## src/rtl/utf8_to_latin1_converter_assert.svh

```systemverilog
// ----------------------------------------------------------------------------
// UTF-8 to Latin-1 converter assertion macros
// Concurrent check wrappers, compiled out when NO_ASSERTIONS is defined.
// ----------------------------------------------------------------------------
`ifndef UTF8_TO_LATIN1_CONVERTER_ASSERT_SVH
`define UTF8_TO_LATIN1_CONVERTER_ASSERT_SVH
`ifndef NO_ASSERTIONS
`define UTL_ASSERT_IMPL(label, ante, cons) \
  label: assert property (@(posedge clk_i) disable iff (!rst_ni) (ante) |-> (cons)) \
    else $error("utl check failed");
`define UTL_ASSERT_NEXT(label, ante, cons) \
  label: assert property (@(posedge clk_i) disable iff (!rst_ni) (ante) |=> (cons)) \
    else $error("utl check failed");
`else
`define UTL_ASSERT_IMPL(label, ante, cons)
`define UTL_ASSERT_NEXT(label, ante, cons)
`endif
`endif

```

## src/rtl/utl_pkg.sv

```systemverilog
// ----------------------------------------------------------------------------
// UTF-8 to Latin-1 converter package
// Payload types, burst descriptor and shared constants.
// ----------------------------------------------------------------------------
package utl_pkg;

  localparam int unsigned QueueDepth = 2;
  localparam logic [7:0]  QMark      = 8'h3F;

  typedef struct packed {
    logic [7:0] byte_in;
    logic       string_last;
  } in_t;

  typedef struct packed {
    logic [7:0] char_out;
    logic       char_valid;
    logic       run_last;
    logic       text_end;
  } out_t;

  // burst: count-1 question marks followed by the tail item
  typedef struct packed {
    logic [2:0] count;
    logic [7:0] tail_char;
    logic       tail_valid;
    logic       tail_end;
  } desc_t;

endpackage

```

## src/rtl/utf8_to_latin1_converter.sv

```systemverilog
// Flow: a byte's burst is written into the descriptor queue on its transfer.
// Throughput: one byte per cycle while the queue has room; a byte causing k
// results takes k output transfers, absorbed by the queue (Depth bursts deep).
// Reset: asynchronous, active low; clears the open sequence, the stop flag
// and the queue; no clearing pass.
// ----------------------------------------------------------------------------
// UTF-8 to Latin-1 converter
// Front end decodes bytes into bursts, queue decouples, back end expands.
// ----------------------------------------------------------------------------
`include "utf8_to_latin1_converter_assert.svh"

module utf8_to_latin1_converter #(
  parameter int unsigned QueueDepth = utl_pkg::QueueDepth
) (
  input  logic           clk_i,
  input  logic           rst_ni,
  input  logic           in_valid_i,
  output logic           in_ready_o,
  input  utl_pkg::in_t   in_data_i,
  output logic           out_valid_o,
  input  logic           out_ready_i,
  output utl_pkg::out_t  out_data_o
);

  logic           push_valid, push_ready;
  utl_pkg::desc_t push_data;
  logic           pop_valid, pop_ready;
  utl_pkg::desc_t pop_data;

  utl_front u_front (
    .clk_i        (clk_i),
    .rst_ni       (rst_ni),
    .in_valid_i   (in_valid_i),
    .in_ready_o   (in_ready_o),
    .in_data_i    (in_data_i),
    .push_valid_o (push_valid),
    .push_ready_i (push_ready),
    .push_data_o  (push_data)
  );

  utl_queue #(
    .Depth (QueueDepth)
  ) u_queue (
    .clk_i        (clk_i),
    .rst_ni       (rst_ni),
    .push_valid_i (push_valid),
    .push_ready_o (push_ready),
    .push_data_i  (push_data),
    .pop_valid_o  (pop_valid),
    .pop_ready_i  (pop_ready),
    .pop_data_o   (pop_data)
  );

  utl_back u_back (
    .clk_i        (clk_i),
    .rst_ni       (rst_ni),
    .desc_valid_i (pop_valid),
    .desc_ready_o (pop_ready),
    .desc_i       (pop_data),
    .out_valid_o  (out_valid_o),
    .out_ready_i  (out_ready_i),
    .out_data_o   (out_data_o)
  );

  `UTL_ASSERT_IMPL(a_marker_ends, out_valid_o && !out_data_o.char_valid, out_data_o.text_end && out_data_o.run_last && out_data_o.char_out == 8'd0)
  `UTL_ASSERT_IMPL(a_end_is_run_last, out_valid_o && out_data_o.text_end, out_data_o.run_last)
  `UTL_ASSERT_NEXT(a_run_continues, out_valid_o && out_ready_i && !out_data_o.run_last, out_valid_o)

endmodule

```

## src/rtl/utl_front.sv

```systemverilog
// ----------------------------------------------------------------------------
// UTF-8 to Latin-1 converter front end
// Accepts bytes, tracks the open sequence, builds at most one burst per byte.
// ----------------------------------------------------------------------------
module utl_front (
  input  logic            clk_i,
  input  logic            rst_ni,
  input  logic            in_valid_i,
  output logic            in_ready_o,
  input  utl_pkg::in_t    in_data_i,
  output logic            push_valid_o,
  input  logic            push_ready_i,
  output utl_pkg::desc_t  push_data_o
);

  logic [7:0] lead_q, lead_d;
  logic [7:0] cont_q [2];
  logic [7:0] cont_d [2];
  logic [1:0] exp_q, exp_d;
  logic [1:0] held_q, held_d;
  logic       stop_q, stop_d;

  logic [7:0]  b;
  logic        last;
  logic        do_lead;
  logic [2:0]  n;
  logic [20:0] cp;
  logic        accept;

  assign b          = in_data_i.byte_in;
  assign last       = in_data_i.string_last;
  assign in_ready_o = push_ready_i;
  assign accept     = in_valid_i && push_ready_i;

  always_comb begin
    unique case (exp_q)
      2'd1:    cp = {10'd0, lead_q[4:0], b[5:0]};
      2'd2:    cp = {5'd0, lead_q[3:0], cont_q[0][5:0], b[5:0]};
      default: cp = {lead_q[2:0], cont_q[0][5:0], cont_q[1][5:0], b[5:0]};
    endcase
  end

  always_comb begin
    lead_d    = lead_q;
    cont_d[0] = cont_q[0];
    cont_d[1] = cont_q[1];
    exp_d     = exp_q;
    held_d    = held_q;
    stop_d    = stop_q;
    do_lead   = 1'b0;
    n         = 3'd0;
    push_data_o.tail_char  = utl_pkg::QMark;
    push_data_o.tail_valid = 1'b1;
    push_data_o.tail_end   = 1'b0;
    if (stop_q) begin
      if (last) stop_d = 1'b0;
    end else begin
      if (exp_q == 2'd0) begin
        do_lead = 1'b1;
      end else if (b[7:6] == 2'b10) begin
        if ({1'b0, held_q} + 3'd1 >= {1'b0, exp_q}) begin
          n = 3'd1;
          if (cp[20:8] == 13'd0) push_data_o.tail_char = cp[7:0];
          lead_d    = 8'd0;
          cont_d[0] = 8'd0;
          cont_d[1] = 8'd0;
          exp_d     = 2'd0;
          held_d    = 2'd0;
        end else begin
          cont_d[held_q[0]] = b;
          held_d = held_q + 2'd1;
        end
      end else begin
        n         = 3'd1 + {1'b0, held_q};
        lead_d    = 8'd0;
        cont_d[0] = 8'd0;
        cont_d[1] = 8'd0;
        exp_d     = 2'd0;
        held_d    = 2'd0;
        do_lead   = 1'b1;
      end
      if (do_lead) begin
        priority if (b == 8'd0) begin
          n = n + 3'd1;
          push_data_o.tail_char  = 8'd0;
          push_data_o.tail_valid = 1'b0;
          push_data_o.tail_end   = 1'b1;
          if (!last) stop_d = 1'b1;
        end else if (b[7] == 1'b0) begin
          n = n + 3'd1;
          push_data_o.tail_char = b;
        end else if (b[7:5] == 3'b110) begin
          lead_d = b; exp_d = 2'd1; held_d = 2'd0;
        end else if (b[7:4] == 4'b1110) begin
          lead_d = b; exp_d = 2'd2; held_d = 2'd0;
        end else if (b[7:3] == 5'b11110) begin
          lead_d = b; exp_d = 2'd3; held_d = 2'd0;
        end else begin
          n = n + 3'd1;
        end
      end
      if (last && exp_d != 2'd0) begin
        n         = n + 3'd1 + {1'b0, held_d};
        lead_d    = 8'd0;
        cont_d[0] = 8'd0;
        cont_d[1] = 8'd0;
        exp_d     = 2'd0;
        held_d    = 2'd0;
      end
      if (last) push_data_o.tail_end = 1'b1;
    end
    push_data_o.count = n;
  end

  assign push_valid_o = accept && (n != 3'd0);

  always_ff @(posedge clk_i or negedge rst_ni) begin
    if (!rst_ni) begin
      lead_q    <= 8'd0;
      cont_q[0] <= 8'd0;
      cont_q[1] <= 8'd0;
      exp_q     <= 2'd0;
      held_q    <= 2'd0;
      stop_q    <= 1'b0;
    end else if (accept) begin
      lead_q    <= lead_d;
      cont_q[0] <= cont_d[0];
      cont_q[1] <= cont_d[1];
      exp_q     <= exp_d;
      held_q    <= held_d;
      stop_q    <= stop_d;
    end
  end

endmodule

```

## src/rtl/utl_queue.sv

```systemverilog
// ----------------------------------------------------------------------------
// UTF-8 to Latin-1 converter burst queue
// Small FIFO of burst descriptors between front and back ends.
// ----------------------------------------------------------------------------
module utl_queue #(
  parameter int unsigned Depth = utl_pkg::QueueDepth
) (
  input  logic            clk_i,
  input  logic            rst_ni,
  input  logic            push_valid_i,
  output logic            push_ready_o,
  input  utl_pkg::desc_t  push_data_i,
  output logic            pop_valid_o,
  input  logic            pop_ready_i,
  output utl_pkg::desc_t  pop_data_o
);

  localparam int unsigned AW = (Depth > 1) ? $clog2(Depth) : 1;
  localparam int unsigned CW = $clog2(Depth + 1);
  localparam logic [AW-1:0] LastPtr = AW'(Depth - 1);

  utl_pkg::desc_t mem_q [Depth];
  logic [AW-1:0]  wr_q, wr_d, rd_q, rd_d;
  logic [CW-1:0]  cnt_q, cnt_d;
  logic           do_push, do_pop;

  assign push_ready_o = (cnt_q != CW'(Depth));
  assign pop_valid_o  = (cnt_q != '0);
  assign pop_data_o   = mem_q[rd_q];
  assign do_push      = push_valid_i && push_ready_o;
  assign do_pop       = pop_valid_o && pop_ready_i;

  always_comb begin
    wr_d  = wr_q;
    rd_d  = rd_q;
    cnt_d = cnt_q;
    if (do_push) wr_d = (wr_q == LastPtr) ? '0 : wr_q + AW'(1);
    if (do_pop)  rd_d = (rd_q == LastPtr) ? '0 : rd_q + AW'(1);
    unique case ({do_push, do_pop})
      2'b10:   cnt_d = cnt_q + CW'(1);
      2'b01:   cnt_d = cnt_q - CW'(1);
      default: cnt_d = cnt_q;
    endcase
  end

  always_ff @(posedge clk_i or negedge rst_ni) begin
    if (!rst_ni) begin
      wr_q  <= '0;
      rd_q  <= '0;
      cnt_q <= '0;
    end else begin
      wr_q  <= wr_d;
      rd_q  <= rd_d;
      cnt_q <= cnt_d;
    end
  end

  always_ff @(posedge clk_i) begin
    if (do_push) mem_q[wr_q] <= push_data_i;
  end

endmodule

```

## src/rtl/utl_back.sv

```systemverilog
// ----------------------------------------------------------------------------
// UTF-8 to Latin-1 converter back end
// Expands each burst descriptor into its run of result transfers.
// ----------------------------------------------------------------------------
module utl_back (
  input  logic            clk_i,
  input  logic            rst_ni,
  input  logic            desc_valid_i,
  output logic            desc_ready_o,
  input  utl_pkg::desc_t  desc_i,
  output logic            out_valid_o,
  input  logic            out_ready_i,
  output utl_pkg::out_t   out_data_o
);

  logic [1:0] idx_q, idx_d;
  logic       tail;
  logic       fire;

  assign tail         = ({1'b0, idx_q} + 3'd1) == desc_i.count;
  assign out_valid_o  = desc_valid_i;
  assign fire         = out_valid_o && out_ready_i;
  assign desc_ready_o = out_ready_i && tail;

  assign out_data_o.char_out   = tail ? desc_i.tail_char : utl_pkg::QMark;
  assign out_data_o.char_valid = tail ? desc_i.tail_valid : 1'b1;
  assign out_data_o.run_last   = tail;
  assign out_data_o.text_end   = tail && desc_i.tail_end;

  always_comb begin
    idx_d = idx_q;
    if (fire) idx_d = tail ? 2'd0 : idx_q + 2'd1;
  end

  always_ff @(posedge clk_i or negedge rst_ni) begin
    if (!rst_ni) begin
      idx_q <= 2'd0;
    end else begin
      idx_q <= idx_d;
    end
  end

endmodule
```

## config.mk

```make
export PLATFORM = sky130hd
export DESIGN_NAME = utf8_to_latin1_converter
export DESIGN_NICKNAME = d
export VERILOG_FILES = /design/src/rtl/utl_pkg.sv /design/src/rtl/utf8_to_latin1_converter.sv /design/src/rtl/utl_front.sv /design/src/rtl/utl_queue.sv /design/src/rtl/utl_back.sv
export VERILOG_INCLUDE_DIRS = /design/src /design/src/rtl
export SDC_FILE = /design/constraint.sdc
export NUM_CORES = 1
export LEC_CHECK = 0
export ABC_AREA = 1
export BUFFER_PORTS_ARGS = -buffer_cell sky130_fd_sc_hd__buf_2
export CORE_UTILIZATION = 60
export DETAILED_ROUTE_END_ITERATION = 10
export GPL_TIMING_DRIVEN = 0
export PLACE_DENSITY = 0.86
export REMOVE_ABC_BUFFERS = 1
export SETUP_SLACK_MARGIN = 0.15
export SYNTH_ARGS = -nofsm -noshare
export SYNTH_HDL_FRONTEND = slang
export SYNTH_SLANG_ARGS = --single-unit
```

## constraint.sdc

```tcl
create_clock -name clk_i -period 4.3 [get_ports clk_i]
set_input_delay 0 -clock clk_i [delete_from_list [all_inputs] [get_ports clk_i]]
set_output_delay 0 -clock clk_i [all_outputs]
set_load 0.02 [all_outputs]
```

# Yosys cells after proc, flatten, opt, wreduce, memory -nomap -nowiden
# Memory sizes are Yosys's and may differ from the RTL's.
# Index checks and enable logic that the tools add are counted.
# Widths: inputs -> output; s select.
[classes] add_sub_neg=11 order_cmp=3 eq_ne=11 muxes=78 n_bitwise=2 reduce_logical=18
[ops] cell="$mux 8" count=18
[ops] cell="$mux 16" count=4
[ops] cell="$mux 2" count=24
[ops] cell="$pmux 21 s2" count=1
[ops] cell="$mux 3" count=12
[ops] cell="$mux 10" count=2
[ops] cell="$bwmux 16" count=1
[ops] cell="$mux 1" count=14
[ops] cell="$logic_not 13->1" count=1
[ops] cell="$logic_and 1x1->1" count=9
[ops] cell="$demux 8 s1" count=1
[ops] cell="$logic_not 8->1" count=1
[ops] cell="$add 2x1->2 const B" count=3
[ops] cell="$add 2x1->3 const B" count=2
[ops] cell="$add 3x1->3 const B" count=2
[ops] cell="$eq 2x2->1 const B" count=3
[ops] cell="$reduce_bool 2->1" count=3
[ops] cell="$eq 5x5->1 const B" count=1
[ops] cell="$eq 2x1->1 const B" count=2
[ops] cell="$eq 4x4->1 const B" count=1
[ops] cell="$ne 2x2->1 const B" count=2
[ops] cell="$pmux 2 s2" count=1
[ops] cell="$add 3x2->3" count=1
[ops] cell="$eq 3x3->1" count=1
[ops] cell="12 further kinds" count=13
[totals] ff_bits=35 ramBits=26 output_inout_bits=13 elab_cells=134 n_memories=1
[mem_list] name="u_queue.mem_q" depth=2 word_bits=13 rd=1 rd_clocked_by_memory_dff=0 wr=1 line="utl_queue.sv:22" rtl="utl_pkg::desc_t mem_q [Depth];"

# Depth between registers and ports, before layout
[depth] ltp_word=23 mapped_depth=24 depth_no_buf=24

# Hierarchy
# A second synthesis with hierarchy kept.
[unflattened] hier_cells=403 hier_area_um2=3286.9
[modules_own_cells] mod="utl_front" instances=1 cells_per_inst=256 area_each_um2=1810.5 seq_area_each_um2=550.5
[modules_own_cells] mod="utl_queue" instances=1 cells_per_inst=97 area_each_um2=1181.1 seq_area_each_um2=880.8
[modules_own_cells] mod="utl_back" instances=1 cells_per_inst=50 area_each_um2=295.3 seq_area_each_um2=50.0

# Worst setup path before layout
# Ideal clock, no wire load.
[synth_timing] kind="register to register" start="register u_front.held_q[0]" end="memory u_queue.mem_q[1][0] in the netlist's numbering, enable pin" setup_ns=0.382 t_arrival_ns=3.234 required_ns=3.918 setup_slack_ns=0.684 path_stages_with_launch=19 path_cell_list="dfrtp_1 fa_1 inv_1 nor2_1 nand2_1 nand3_4 nand3_1 xnor2_1 ha_1 inv_1 fa_1 inv_1 nand3_1 nand2_1 inv_1 nand2_1 nand3_1 nand2_2 nor2_1"
[synth_between] elab_chain_cells=23 word_cells_on_any_way=46 classes_between="5 x add/sub; 1 x order compare; 35 x mux; 5 x reduce/logical"
[synth_rtl] element="start: declaration" line="utl_front.sv:20" rtl="logic [1:0] held_q, held_d;"
[synth_rtl] element="start signal: assignment" line="utl_front.sv:130" rtl="held_q <= held_d;"
[synth_rtl] element="$add 2x1->3" line="utl_front.sv:61, utl_front.sv:74"
[synth_rtl] element="$ge 3x2->1" line="utl_front.sv:61" rtl="if ({1'b0, held_q} + 3'd1 >= {1'b0, exp_q}) begin"
[synth_rtl] element="$mux 1" line="utl_front.sv:61"
[synth_rtl] element="$mux 3" line="utl_front.sv:60" rtl="end else if (b[7:6] == 2'b10) begin"
[synth_rtl] element="$mux 3" line="utl_front.sv:58" rtl="if (exp_q == 2'd0) begin"
[synth_rtl] element="$mux 3" line="utl_front.sv:55" rtl="if (stop_q) begin"
[synth_rtl] element="$add 3x1->3" line="utl_front.sv:84, utl_front.sv:90, utl_front.sv:99"
[synth_rtl] element="$mux 3" line="utl_front.sv:96" rtl="end else if (b[7:3] == 5'b11110) begin"
[synth_rtl] element="[7 not listed]"
[synth_rtl] element="$add 3x2->3" line="utl_front.sv:103" rtl="n = n + 3'd1 + {1'b0, held_d};"
[synth_rtl] element="$mux 3 *" line="utl_front.sv:102" rtl="if (last && exp_d != 2'd0) begin"
[synth_rtl] element="$mux 3 *" line="utl_front.sv:55"
[synth_rtl] element="$reduce_bool 3->1 *" line="utl_front.sv:115" rtl="assign push_valid_o = accept && (n != 3'd0);"
[synth_rtl] element="$logic_and 1x1->1 *" line="utl_front.sv:115"
[synth_rtl] element="$logic_and 1x1->1 *" line="utl_queue.sv:30" rtl="assign do_push = push_valid_i && push_ready_o;"
[synth_rtl] element="$mux 1 *" line="utl_queue.sv:59" rtl="if (do_push) mem_q[wr_q] <= push_data_i;"
[synth_rtl] element="$mux 1 (not written as such) *" line="utl_queue.sv:59"
[synth_rtl] element="end: declaration" line="utl_queue.sv:22"
# Mark *: on every way between the ends. The rest lies on a longest branch, timed or not. The select of a mux whose other input is x is not followed.

# Worst setup path after layout
[layout_timing] start="register u_front.held_q[0]" end="memory u_queue.mem_q[1][6] in the netlist's numbering, enable pin"
# Same word-level chain as after synthesis.

==> impl_metrics.yaml <==
clock_network:
  numCtsBuffers: 5
  cts_num_sinks: 54
  cts_setup_buffers: 0
  cts_tree: "done"
  cts_root_buf: "clkbuf_8"
  clk-insertion-delay-late_ns: 0.31
  h-tree-depth: 2
  clk_pin_slew_ns: 0.10
  cts_buffer_depth: 2
route:
  ant_nets: 0
  viasPerCell: 5.44
  post_drt_wl_per_cell_um: 13.8
  drt_wl_total_um: 6080
  drc_errors: 0
  drt-initial-drc-count: 122
  drtPass1Iterations: 4
  vias: 2398
sta:
  slew_violations: 0
  setup_violations: 0
  tightest_slew_ns: 0.646
  slew_headroom_pct: 56.9
  grt_setup_unrepaired: "false"
  skew_ns: 0.00587
  fin_crit_ns: 3.81
  hold_violations: 0
  fin_ws_ns: 0.485
  fmax_ghz: 0.262
  fin_setup_tns_ns: 0
  post-route-period-util_pct: 88.7
worst_setup_path:
  required_ns: 4.25
  cp-startpoint: "u_front.held_q[0]"
  crit_path_max_fanout: 13
  reg2reg_to: "u_queue.mem_q[1][6]"
  regToRegSetupSlack_ns: 0.49
  worstSetupPathType: "reg -> reg"
  reg2reg_from: "u_front.held_q[0]"
  cp_data_arrival_time_ns: 3.77
  critPathCaptureType: "register"
  critical_path.endpoint: "u_queue.mem_q[1][6]"
  cp-start-kind: "register"
  worstRegToRegCells: 18
floorplanning:
  coreArea_um2: 4820
  design.die.area_um2: 5380
  initial_core_util_pct: 63.4
  std_cell_rows: 25
  dieHeight_um: 73.3
  die_x_um: 73.3
  num_io_pins: 26
layout:
  regArea_um2: 1480
  layout.cells.non_filler: 441
  diodes: 0
  drive_gt1_share_pct: 16.6
  nNetsFinal: 396
  layout_commonest_cell: "nand2_1"
  nFillCells: 388
  layout_common_cells: "nand2_1, inv_1, nand3_1"
  finalInstanceArea_um2: 3400
  post-route-util_pct: 70.6
  areaGrowthSynthToFinish_pct: 11.4
  multi_input_area_um2: 1320
grt:
  use_met3_pct: 4.80
  grt_pass1_wl_um: 9910
  grtUsageMet1_pct: 30.2
  track_usage_pct: 24.8
  grtUsageMet2_pct: 42.8
  grt_pass1_vias: 2252
  grt_max_degree: 29
  antenna_found_initial: 0
  grt.busiest_layer: "met2"
  overflow: 0
synthesis:
  synth_cells: 341
  synth_seq_area_share_pct: 48.5
  synth_area_um2: 3050
  avgSynthCellArea_um2: 8.96
  ys_ff_latch: 54
  synth_edf_count: 26
  async_flop_share_pct: 51.9
  synth_cell_types: 43
  ys.flop_type: "dfrtp_1"
  synth_warnings: 0
run:
  max_cap_viol_count: 0
placed_design:
  dp_hpwl_um: 4640
  pre_cts_ws_ns: 0.177
  dp_cells: 427
  portBuffers: 25
  place_congestion: 0.935
  post_dp_cell_area_um2: 3230
power:
  p_per_area_nw_per_um2: 658
  p_leak_nw: 1.57
  ir_drop_uv: 279
status:
  status: "finished clean"
worst_hold_path:
  hold_class: "in -> reg"
layer usage:
layer	routed length (um)	vias to the layer above
li1	-	1192
met1	2500	1109
met2	3110	80
met3	326	17
met4	150	0
met5	0	-
cell usage after synthesis, types with 2 or more instances:
cell       n  area share [%]
o22ai_1    8             1.6
nor2_1    13             1.6
o31ai_2    2            0.82
clkbuf_1   2            0.25
o21ai_1   11             1.8
nand2_4    4             1.5
fa_1       2             1.3
xor2_1     3            0.86
a21oi_1   12             2.0
nand3_1   36             5.9
xnor2_1    4             1.1
nand2_2    4            0.82
nor2_4     2            0.74
inv_1     50             6.1
buf_4      3            0.74
nand3_4    3             1.7
inv_2      4            0.49
dfrtp_1   28              23
edfxtp_1  26              26
inv_4      2            0.41
ha_1       8             3.3
nand4_1    3            0.61
nand2_8    2             1.3
o21ai_0    8             1.3
nand2_1   83              10
power breakdown:
part | total (mW) | internal [mW] | switching [mW]
Combinational | 1.09 | 0.366 | 0.719
Clock | 0.345 | 0.175 | 0.170
Sequential | 0.810 | 0.717 | 0.0931
Total | 2.24 | 1.26 | 0.983
cells by family (layout without fill, tap and decap cells):
| kind of cell | count (synthesis) | after routing | share of synthesized area [%] |
|---|---|---|---|
| compound gates | 49 | 49 | 9.87 |
| xor+xnor | 7 | 7 | 2.01 |
| fa+ha+maj | 10 | 10 | 4.59 |
| buf+inv | 63 | 96 | 8.32 |
| flops | 54 | 54 | 48.5 |
| mux | 1 | 1 | 0.328 |
| simple gates | 157 | 157 | 26.4 |
repair_timing:
action                                 4_1_cts  5_1_grt
gates resized for setup                      0        1
hold buffers                                 6        0
setup endpoints to repair                    0       13
endpoints found under the hold margin       36        0
stage by stage:
stage               power [mW]  hold WS (ns)
detailed placement        1.90        0.0584
finish                    2.24        0.0106
CTS                       2.24       0.00192
global route              2.42       0.00177
global placement          1.85        0.0486
floorplan                 1.62        -0.296
worst min path at each step:
stage	startpoint	end	slack, ns	cells past startpoint
detailed placement	rst_ni	u_queue.cnt_q[1]	0.06	1
global route	in_data_i[0]	u_front.stop_q	0.002	2
floorplan	rst_ni	u_back.idx_q[0]	-0.30	0
CTS	in_data_i[0]	u_front.stop_q	0.002	2
global placement	rst_ni	u_queue.cnt_q[1]	0.05	1
finish	in_data_i[0]	u_front.stop_q	0.01	2
critical path: stages, from the launching register on:
cell     delay, ns
dfrtp_1       0.51
fa_1          0.58
inv_1         0.04
nor2_1        0.07
nand2_1       0.10
nand3_4       0.11
nand3_1       0.14
xnor2_1       0.24
ha_1          0.18
inv_1         0.05
fa_1          0.48
inv_1         0.04
nand3_1       0.07
nand2_1       0.05
inv_1         0.05
nand2_1       0.06
nand3_1       0.10
nand2_2       0.09
nor2_2        0.51
sequential cells by signal, indices dropped and copies added, names as in the netlist:
name	cells
u_queue.rd_q	1
u_front.held_q	2
u_queue.wr_q	1
u_back.idx_q	2
u_queue.mem_q	26
u_front.lead_q	5
u_front.stop_q	1
u_front.exp_q	2
u_front.cont_q	12
u_queue.cnt_q	2
cell type report:
cell class                 instances  area share (%)
tap                               67            2.46
multi-input combinational        224            38.8
sequential                        54            43.5
clock buffer                       5            2.02
timing repair buffer              31            5.44
inverter                          57            6.43
clock inverter                     3            1.29
Power figures use the tool's default switching activity.
